## src/rtl/core/tqpa_pkg.sv

```systemverilog
// ----------------------------------------------------------------------------
// tqpa_pkg
// Shared types and constants for the two-queue priority aging arbiter.
// ----------------------------------------------------------------------------
package tqpa_pkg;

   localparam int TICK_W      = 16;
   localparam int IN_ID_W     = 16;
   localparam int OUT_ID_W    = 16;
   localparam int COUNT_W     = 5;
   localparam int AGING_W     = 16;
   localparam int THRESH_W    = 5;
   localparam int CSR_INDEX_W = 2;
   localparam int CSR_DATA_W  = 16;

   localparam int DEFAULT_QUEUE_DEPTH = 16;
   localparam int DEFAULT_ID_WIDTH    = 16;

   localparam logic [AGING_W-1:0]  AGING_LIMIT_RESET     = 16'd10;
   localparam logic [THRESH_W-1:0] DEPTH_THRESHOLD_RESET = 5'd3;

   localparam logic [CSR_INDEX_W-1:0] CSR_AGING_LIMIT     = 2'd0;
   localparam logic [CSR_INDEX_W-1:0] CSR_DEPTH_THRESHOLD = 2'd1;

   localparam logic [1:0] GRANT_NONE = 2'd0;
   localparam logic [1:0] GRANT_HIGH = 2'd1;
   localparam logic [1:0] GRANT_LOW  = 2'd2;

   typedef struct packed {
      logic               push_high;
      logic [IN_ID_W-1:0] high_id;
      logic               push_low;
      logic [IN_ID_W-1:0] low_id;
   } req_type;

   typedef struct packed {
      logic [1:0]          grant_kind;
      logic [OUT_ID_W-1:0] grant_id;
      logic [TICK_W-1:0]   grant_wait;
      logic [COUNT_W-1:0]  high_count;
      logic [COUNT_W-1:0]  low_count;
      logic                high_dropped;
      logic                low_dropped;
   } rsp_type;

endpackage

```

## src/rtl/core/two_queue_priority_aging_arbiter_unit.sv

```systemverilog
// ----------------------------------------------------------------------------
// two_queue_priority_aging_arbiter_unit
// Flow: a transaction is registered in the input register and then moves into
// the result register that drives rsp when that register is free.
// Throughput: one transaction per cycle while rsp is not stalled; the only loop
// is the queue pointer update, which closes with the head entry prefetched.
// Reset (synchronous): queues empty, tick count 0, aging_limit 10,
// depth_threshold 3; no clearing pass, the block accepts at once.
// ----------------------------------------------------------------------------
module two_queue_priority_aging_arbiter_unit
   import tqpa_pkg::*;
#(
   parameter int QUEUE_DEPTH = DEFAULT_QUEUE_DEPTH,
   parameter int ID_WIDTH    = DEFAULT_ID_WIDTH
) (
   input  logic                   clock,
   input  logic                   reset,
   input  logic                   req_valid,
   output logic                   req_stall,
   input  req_type                req_data,
   output logic                   rsp_valid,
   input  logic                   rsp_stall,
   output rsp_type                rsp_data,
   input  logic                   csr_valid,
   output logic                   csr_ready,
   input  logic [CSR_INDEX_W-1:0] csr_index,
   input  logic [CSR_DATA_W-1:0]  csr_wdata
);

   localparam int FILL_W = $clog2(QUEUE_DEPTH + 1);

   logic                in_valid_ff;
   req_type             in_data_ff;
   logic                rsp_valid_ff;
   rsp_type             rsp_data_ff;
   logic [TICK_W-1:0]   tick_ff;
   logic [AGING_W-1:0]  aging_limit_ff;
   logic [THRESH_W-1:0] depth_threshold_ff;

   logic                advance, proc;
   logic [31:0]         high_id_ext, low_id_ext;
   logic [FILL_W-1:0]   high_fill, low_fill;
   logic [ID_WIDTH-1:0] high_head_id, low_head_id;
   logic [TICK_W-1:0]   high_head_stamp, low_head_stamp;
   logic                high_drop, low_drop, pop_high, pop_low;
   rsp_type             rsp_in;

   assign advance   = !rsp_valid_ff || !rsp_stall;
   assign proc      = in_valid_ff && advance;
   assign req_stall = in_valid_ff && !advance;
   assign rsp_valid = rsp_valid_ff;
   assign rsp_data  = rsp_data_ff;
   assign csr_ready = 1'b1;

   assign high_id_ext = 32'(in_data_ff.high_id);
   assign low_id_ext  = 32'(in_data_ff.low_id);

   always_ff @(posedge clock) begin
      if (reset) begin
         in_valid_ff  <= 1'b0;
         rsp_valid_ff <= 1'b0;
         tick_ff      <= '0;
      end else begin
         if (!req_stall) begin
            in_valid_ff <= req_valid;
         end
         if (advance) begin
            rsp_valid_ff <= in_valid_ff;
         end
         if (proc) begin
            tick_ff <= tick_ff + 1'b1;
         end
      end
   end

   always_ff @(posedge clock) begin
      if (req_valid && !req_stall) begin
         in_data_ff <= req_data;
      end
      if (proc) begin
         rsp_data_ff <= rsp_in;
      end
   end

   always_ff @(posedge clock) begin
      if (reset) begin
         aging_limit_ff     <= AGING_LIMIT_RESET;
         depth_threshold_ff <= DEPTH_THRESHOLD_RESET;
      end else if (csr_valid && csr_ready) begin
         case (csr_index)
            CSR_AGING_LIMIT: begin
               aging_limit_ff <= csr_wdata[AGING_W-1:0];
            end
            CSR_DEPTH_THRESHOLD: begin
               depth_threshold_ff <= csr_wdata[THRESH_W-1:0];
            end
            default: begin
            end
         endcase
      end
   end

   tqpa_queue #(
      .DEPTH (QUEUE_DEPTH),
      .ID_W  (ID_WIDTH)
   ) u_high_queue (
      .clock      (clock),
      .reset      (reset),
      .enable     (proc),
      .push       (in_data_ff.push_high),
      .push_id    (high_id_ext[ID_WIDTH-1:0]),
      .push_stamp (tick_ff),
      .pop        (pop_high),
      .fill_eff   (high_fill),
      .dropped    (high_drop),
      .head_id    (high_head_id),
      .head_stamp (high_head_stamp)
   );

   tqpa_queue #(
      .DEPTH (QUEUE_DEPTH),
      .ID_W  (ID_WIDTH)
   ) u_low_queue (
      .clock      (clock),
      .reset      (reset),
      .enable     (proc),
      .push       (in_data_ff.push_low),
      .push_id    (low_id_ext[ID_WIDTH-1:0]),
      .push_stamp (tick_ff),
      .pop        (pop_low),
      .fill_eff   (low_fill),
      .dropped    (low_drop),
      .head_id    (low_head_id),
      .head_stamp (low_head_stamp)
   );

   tqpa_arbiter #(
      .FILL_W (FILL_W),
      .ID_W   (ID_WIDTH)
   ) u_arbiter (
      .tick            (tick_ff),
      .aging_limit     (aging_limit_ff),
      .depth_threshold (depth_threshold_ff),
      .high_fill       (high_fill),
      .high_head_id    (high_head_id),
      .high_head_stamp (high_head_stamp),
      .high_drop       (high_drop),
      .low_fill        (low_fill),
      .low_head_id     (low_head_id),
      .low_head_stamp  (low_head_stamp),
      .low_drop        (low_drop),
      .pop_high        (pop_high),
      .pop_low         (pop_low),
      .rsp             (rsp_in)
   );

`ifndef SYNTHESIS
   a_single_grant: assert property (@(posedge clock) disable iff (reset)
      !(pop_high && pop_low))
      else $error("both queues granted in one transaction");

   a_pop_nonempty: assert property (@(posedge clock) disable iff (reset)
      (!pop_low || low_fill != '0) && (!pop_high || high_fill != '0))
      else $error("grant from an empty queue");

   a_tick_step: assert property (@(posedge clock) disable iff (reset)
      proc |=> tick_ff == $past(tick_ff) + 1'b1)
      else $error("tick count did not advance with transaction");

   a_rsp_load: assert property (@(posedge clock) disable iff (reset)
      (rsp_valid_ff && rsp_stall) |=> rsp_valid_ff)
      else $error("stalled result lost");
`endif

endmodule

```

## src/rtl/core/tqpa_queue.sv

```systemverilog
// ----------------------------------------------------------------------------
// tqpa_queue
// Bounded FIFO of IDs with arrival stamps; head entry is prefetched into a
// register, with bypass for a push into an empty queue.
// ----------------------------------------------------------------------------
module tqpa_queue
   import tqpa_pkg::*;
#(
   parameter int DEPTH = DEFAULT_QUEUE_DEPTH,
   parameter int ID_W  = DEFAULT_ID_WIDTH,
   localparam int PTR_W  = (DEPTH > 1) ? $clog2(DEPTH) : 1,
   localparam int FILL_W = $clog2(DEPTH + 1)
) (
   input  logic              clock,
   input  logic              reset,
   input  logic              enable,
   input  logic              push,
   input  logic [ID_W-1:0]   push_id,
   input  logic [TICK_W-1:0] push_stamp,
   input  logic              pop,
   output logic [FILL_W-1:0] fill_eff,
   output logic              dropped,
   output logic [ID_W-1:0]   head_id,
   output logic [TICK_W-1:0] head_stamp
);

   localparam int SUM_W = PTR_W + 1;

   logic [PTR_W-1:0]  head_ff, head_in, head_inc;
   logic [FILL_W-1:0] fill_ff, fill_in;
   logic [ID_W-1:0]   mem_id [DEPTH];
   logic [TICK_W-1:0] mem_stamp [DEPTH];
   logic [ID_W-1:0]   rd_id_ff;
   logic [TICK_W-1:0] rd_stamp_ff;
   logic              full, accepted;
   logic [SUM_W-1:0]  wr_sum;
   logic [PTR_W-1:0]  wr_addr;

   assign full     = (fill_ff == FILL_W'(DEPTH));
   assign accepted = push && !full;
   assign dropped  = push && full;
   assign fill_eff = fill_ff + FILL_W'(accepted);

   assign wr_sum  = SUM_W'(head_ff) + SUM_W'(fill_ff[PTR_W-1:0]);
   assign wr_addr = (wr_sum >= SUM_W'(DEPTH)) ? PTR_W'(wr_sum - SUM_W'(DEPTH))
                                              : wr_sum[PTR_W-1:0];

   assign head_inc = (head_ff == PTR_W'(DEPTH - 1)) ? '0 : head_ff + 1'b1;
   assign head_in  = pop ? head_inc : head_ff;
   assign fill_in  = fill_eff - FILL_W'(pop);

   assign head_id    = (fill_ff == '0) ? push_id : rd_id_ff;
   assign head_stamp = (fill_ff == '0) ? push_stamp : rd_stamp_ff;

   always_ff @(posedge clock) begin
      if (reset) begin
         head_ff <= '0;
         fill_ff <= '0;
      end else if (enable) begin
         head_ff <= head_in;
         fill_ff <= fill_in;
      end
   end

   always_ff @(posedge clock) begin
      if (enable) begin
         if (accepted) begin
            mem_id[wr_addr]    <= push_id;
            mem_stamp[wr_addr] <= push_stamp;
         end
         if (accepted && (wr_addr == head_in)) begin
            rd_id_ff    <= push_id;
            rd_stamp_ff <= push_stamp;
         end else begin
            rd_id_ff    <= mem_id[head_in];
            rd_stamp_ff <= mem_stamp[head_in];
         end
      end
   end

endmodule

```

## src/rtl/core/tqpa_arbiter.sv

```systemverilog
// ----------------------------------------------------------------------------
// tqpa_arbiter
// Grant decision between the two queue heads and result assembly.
// ----------------------------------------------------------------------------
module tqpa_arbiter
   import tqpa_pkg::*;
#(
   parameter int FILL_W = 5,
   parameter int ID_W   = DEFAULT_ID_WIDTH
) (
   input  logic [TICK_W-1:0]   tick,
   input  logic [AGING_W-1:0]  aging_limit,
   input  logic [THRESH_W-1:0] depth_threshold,
   input  logic [FILL_W-1:0]   high_fill,
   input  logic [ID_W-1:0]     high_head_id,
   input  logic [TICK_W-1:0]   high_head_stamp,
   input  logic                high_drop,
   input  logic [FILL_W-1:0]   low_fill,
   input  logic [ID_W-1:0]     low_head_id,
   input  logic [TICK_W-1:0]   low_head_stamp,
   input  logic                low_drop,
   output logic                pop_high,
   output logic                pop_low,
   output rsp_type             rsp
);

   logic [TICK_W-1:0] low_wait;
   logic              low_wins;
   logic [ID_W-1:0]   gid;
   logic [TICK_W-1:0] gstamp;
   logic [31:0]       gid_ext;
   logic [31:0]       high_left, low_left;

   assign low_wait = tick - low_head_stamp;
   assign low_wins = (low_fill != '0) &&
                     ((high_fill == '0) ||
                      (32'(low_fill) >= 32'(depth_threshold)) ||
                      (low_wait >= aging_limit));

   assign pop_low  = low_wins;
   assign pop_high = !low_wins && (high_fill != '0);

   assign gid     = pop_low ? low_head_id : high_head_id;
   assign gstamp  = pop_low ? low_head_stamp : high_head_stamp;
   assign gid_ext = 32'(gid);

   assign high_left = 32'(high_fill - FILL_W'(pop_high));
   assign low_left  = 32'(low_fill - FILL_W'(pop_low));

   always_comb begin
      rsp.grant_kind   = GRANT_NONE;
      rsp.grant_id     = '0;
      rsp.grant_wait   = '0;
      if (pop_low || pop_high) begin
         rsp.grant_kind = pop_low ? GRANT_LOW : GRANT_HIGH;
         rsp.grant_id   = gid_ext[OUT_ID_W-1:0];
         rsp.grant_wait = tick - gstamp;
      end
      rsp.high_count   = high_left[COUNT_W-1:0];
      rsp.low_count    = low_left[COUNT_W-1:0];
      rsp.high_dropped = high_drop;
      rsp.low_dropped  = low_drop;
   end

endmodule
```

## config.mk

```make
export PLATFORM = sky130hd
export DESIGN_NAME = two_queue_priority_aging_arbiter_unit
export DESIGN_NICKNAME = d
export VERILOG_FILES = /design/src/rtl/core/tqpa_pkg.sv /design/src/rtl/core/two_queue_priority_aging_arbiter_unit.sv /design/src/rtl/core/tqpa_queue.sv /design/src/rtl/core/tqpa_arbiter.sv
export SDC_FILE = /design/constraint.sdc
export NUM_CORES = 2
export LEC_CHECK = 0
export BUFFER_PORTS_ARGS = -buffer_cell sky130_fd_sc_hd__buf_2
export CORE_UTILIZATION = 45
export DETAILED_ROUTE_END_ITERATION = 12
export GPL_ROUTABILITY_DRIVEN = 1
export PLACE_DENSITY = 0.56
export SLEW_MARGIN = 20
export SYNTH_ARGS = -nofsm -noshare
export SYNTH_HDL_FRONTEND = slang
export SYNTH_SLANG_ARGS = --single-unit
```

## constraint.sdc

```tcl
create_clock -name clock -period 11 [get_ports clock]
set_clock_uncertainty 0.2 [all_clocks]
set_input_delay 1.65 -clock clock [delete_from_list [all_inputs] [get_ports clock]]
set_output_delay 1.65 -clock clock [all_outputs]
set_load 0.02 [all_outputs]
```

==> metrics.yaml <==
syn_to_final_growth_pct: 12.1
synthCells: 4008
p_leak_nw: 20.0
syn_area_sq_mm: 0.0517
cts.hold.buffers_added: 0
drive_gt1_share_pct: 11.3
clkTransAtPathRegs_ns: 0.06
die_y_microns: 341
r2r_setup_slack_ns: 1.71
start_kind: "flip-flop"
rsz0062_at_grt: "false"
ir_worst_vdd_mv: 0.160
port_buffers: 104
min_path_cells: 2
fin_total_pwr_mw: 11.9
ys.warnings.count: 0
cts_max_path_buffers: 3
io_pins: 106
reg2regPathDepth: 36
hold_viol_final: 0
grt_overflow: 0
core_sq_mm: 0.114
crit_top_cell: "o21ai_0"
p_per_area_mw_per_mm2: 206
start_util_pct: 45.3
synth_common_cells: "edfxtp_1 (1168), nand3_1 (675), nand2_1 (520)"
place_ws_ns: 1.81
worstMarginPinSlew_ns: 1.08
num_rows: 124
die_area_sq_mm: 0.116
post-route-period-util_pct: 84.5
worst_slack_ns: 1.71
grt_max_degree: 248
async_reset_ff_share_pct: 0
grt_pass1_vias: 31500
slew_viol_final: 0
wl_per_cell_microns: 25.6
grt_usage_pct: 24.6
ys_seq_area_share_pct: 70.0
drtPass1Iterations: 7
crit_fanout: 47
worstPathRequired_ns: 11.22
cts_tree: "done"
synthTopCellsByArea: "edfxtp_1 (68%), nand3_1 (6.5%), nand2_1 (3.8%)"
netlist.area_leader.share_pct: 67.8
ys_seq_elements: 1225
synth_nets: 4137
setup_viol: 0
critPathCaptureType: "flip-flop"
grt_first_pass_wirelength_microns: 213000
hpwlAfterDp_microns: 73900
clock-sinks: 1225
fillCellCount: 9872
yosysUniqueCellTypes: 76
drt_iter0_markers: 3352
fin_tns_setup_ns: 0
cts.htree.levels: 3
cp_data_arrival_time_ns: 9.52
synth_area_per_cell_sq_um: 12.9
fin_crit_ns: 9.29
min_path_type: "reg -> reg"
crit_family: "compound AO/OA/AOI/OAI gates"
maxCapViolCount: 0
outcome: "complete, no violations"
crit_slowest_cell: "buf_4"
wirelength_microns: 145000
min_from: "aging_limit_ff[12]"
min_to: "aging_limit_ff[12]"
path_buf_inv: 3
antenna_found_initial: 1
synth_most_common_cell: "edfxtp_1"
ctsResizeCount: 0
relSlewSlack_pct: 26.2
cts_setup_buffers: 0
clk-insertion-delay-late_ns: 0.72
vias_per_cell: 5.88
cts_root_buffer: "clkbuf_16"
ant_nets: 0
synth_edf_count: 1168
via_count: 33200
crit_type: "reg -> reg"
cp_slowest_stage_delay_ns: 0.55
synth_ff_type: "edfxtp_1"
fmax_mhz: 108
drc: 0
crit-reg2reg-launch: "u_low_queue.fill_ff[1]"
r2r_end: "rsp_data[26]"
nNetsFinal: 4173
gp_congestion: 0.818
n_antenna_cell: 0
yosys.area.top_type: "edfxtp_1"
die_w_microns: 341
numCtsBuffers: 121
-- registers in the layout (all words and copies together), names as in the netlist, 4 cells and up --
register                  flops
u_high_queue.rd_id_ff        16
u_low_queue.rd_stamp_ff      16
u_high_queue.fill_ff          5
u_low_queue.head_ff           4
in_data_ff                   18
u_high_queue.mem_stamp      256
u_low_queue.fill_ff           5
u_low_queue.rd_id_ff         16
u_low_queue.mem_id          256
u_high_queue.head_ff          4
high_id_ext                  16
tick_ff                      16
u_low_queue.mem_stamp       256
rsp_data                     46
depth_threshold_ff            5
u_high_queue.rd_stamp_ff     16
aging_limit_ff               16
u_high_queue.mem_id         256
-- power by group --
group | internal [mW] | switching [mW] | leakage (nW)
combinational | 0.848 | 1.67 | 7.48
clock | 2.26 | 1.74 | 1.84
sequential | 5.30 | 0.0994 | 10.7
total | 8.41 | 3.51 | 20.0
-- kinds of logic (layout without fill, tap and decap cells) --
| family | after synthesis | after routing | synth area share, % |
|---|---|---|---|
| AND/OR/NAND/NOR | 1562 | 1562 | 14.1 |
| flip-flops | 1225 | 1225 | 70.0 |
| AO/OA/AOI/OAI | 566 | 566 | 6.79 |
| buffers and inverters | 339 | 467 | 2.64 |
| multiplexers | 180 | 180 | 3.62 |
| adder cells (fa/ha/maj) | 72 | 72 | 1.80 |
| XOR/XNOR | 63 | 63 | 1.08 |
| other | 1 | 1 | 0.00725 |
-- cell type report --
| class | instances | area, sq um | area share (%) |
|---|---|---|---|
| clock buffers | 155 | 3260 | 5.62 |
| clock inverters | 60 | 531 | 0.915 |
| inverters | 57 | 219 | 0.378 |
| multi-input cells | 2444 | 14500 | 25.1 |
| flip-flops and latches | 1225 | 36200 | 62.5 |
| well taps | 1512 | 1890 | 3.26 |
| repair buffers | 195 | 1330 | 2.29 |
-- per-stage QoR --
stage / instance area [sq um] / cells / utilization, % / hold WS, ns
final: 58000 / 5648 / 50.8 / 0.258
after global routing: 58000 / 5648 / 50.8 / 0.281
after CTS: 58000 / 5647 / 50.8 / 0.259
after detailed placement: 54200 / 5432 / 47.4 / 0.250
after global placement: 54200 / 5432 / 47.4 / 0.247
after floorplan: 51700 / 4008 / - / 0.236
-- worst min-delay path: cells and delay by family (launching register included) --
kind	cells	cell delay [ns]
compound gates	1	0.05
simple gates	1	0.05
flops	1	0.31
-- how the worst max path moves through the flow --
stage | start | endpoint | slack [ns] | cells past startpoint
finish | u_low_queue.fill_ff[1] | rsp_data[26] | 1.71 | 36
detailed placement | u_low_queue.fill_ff[1] | rsp_data[26] | 1.81 | 36
global placement | u_low_queue.fill_ff[1] | rsp_data[26] | 2.09 | 36
floorplan | u_low_queue.fill_ff[1] | rsp_data[26] | 3.28 | 35
CTS | u_low_queue.fill_ff[1] | rsp_data[26] | 1.80 | 36
global route | u_low_queue.fill_ff[1] | rsp_data[26] | 0.80 | 36
-- per-layer routing --
layer | wire length, microns | track usage, %
met5 | 0 | 0
met3 | 8310 | 2.71
met1 | 65400 | 35.8
met4 | 2780 | 5.97
met2 | 68300 | 39.5
-- placed cells by master (no fill, tap or decap), types with 31 or more instances in the layout --
cell	n
nor2_1	118
mux2_2	36
a21o_1	39
nor2_4	34
ha_1	68
inv_1	54
xnor2_1	35
edfxtp_1	1168
buf_4	83
nand2_1	518
o21ai_0	275
and3_1	43
clkbuf_16	125
dfxtp_1	57
buf_2	103
nand4_1	98
nand3_1	674
mux2i_1	133
a21oi_1	66
a311o_1	31
a32oi_1	32
a31oi_1	39
No activity file was read; power rests on OpenSTA's default activity.
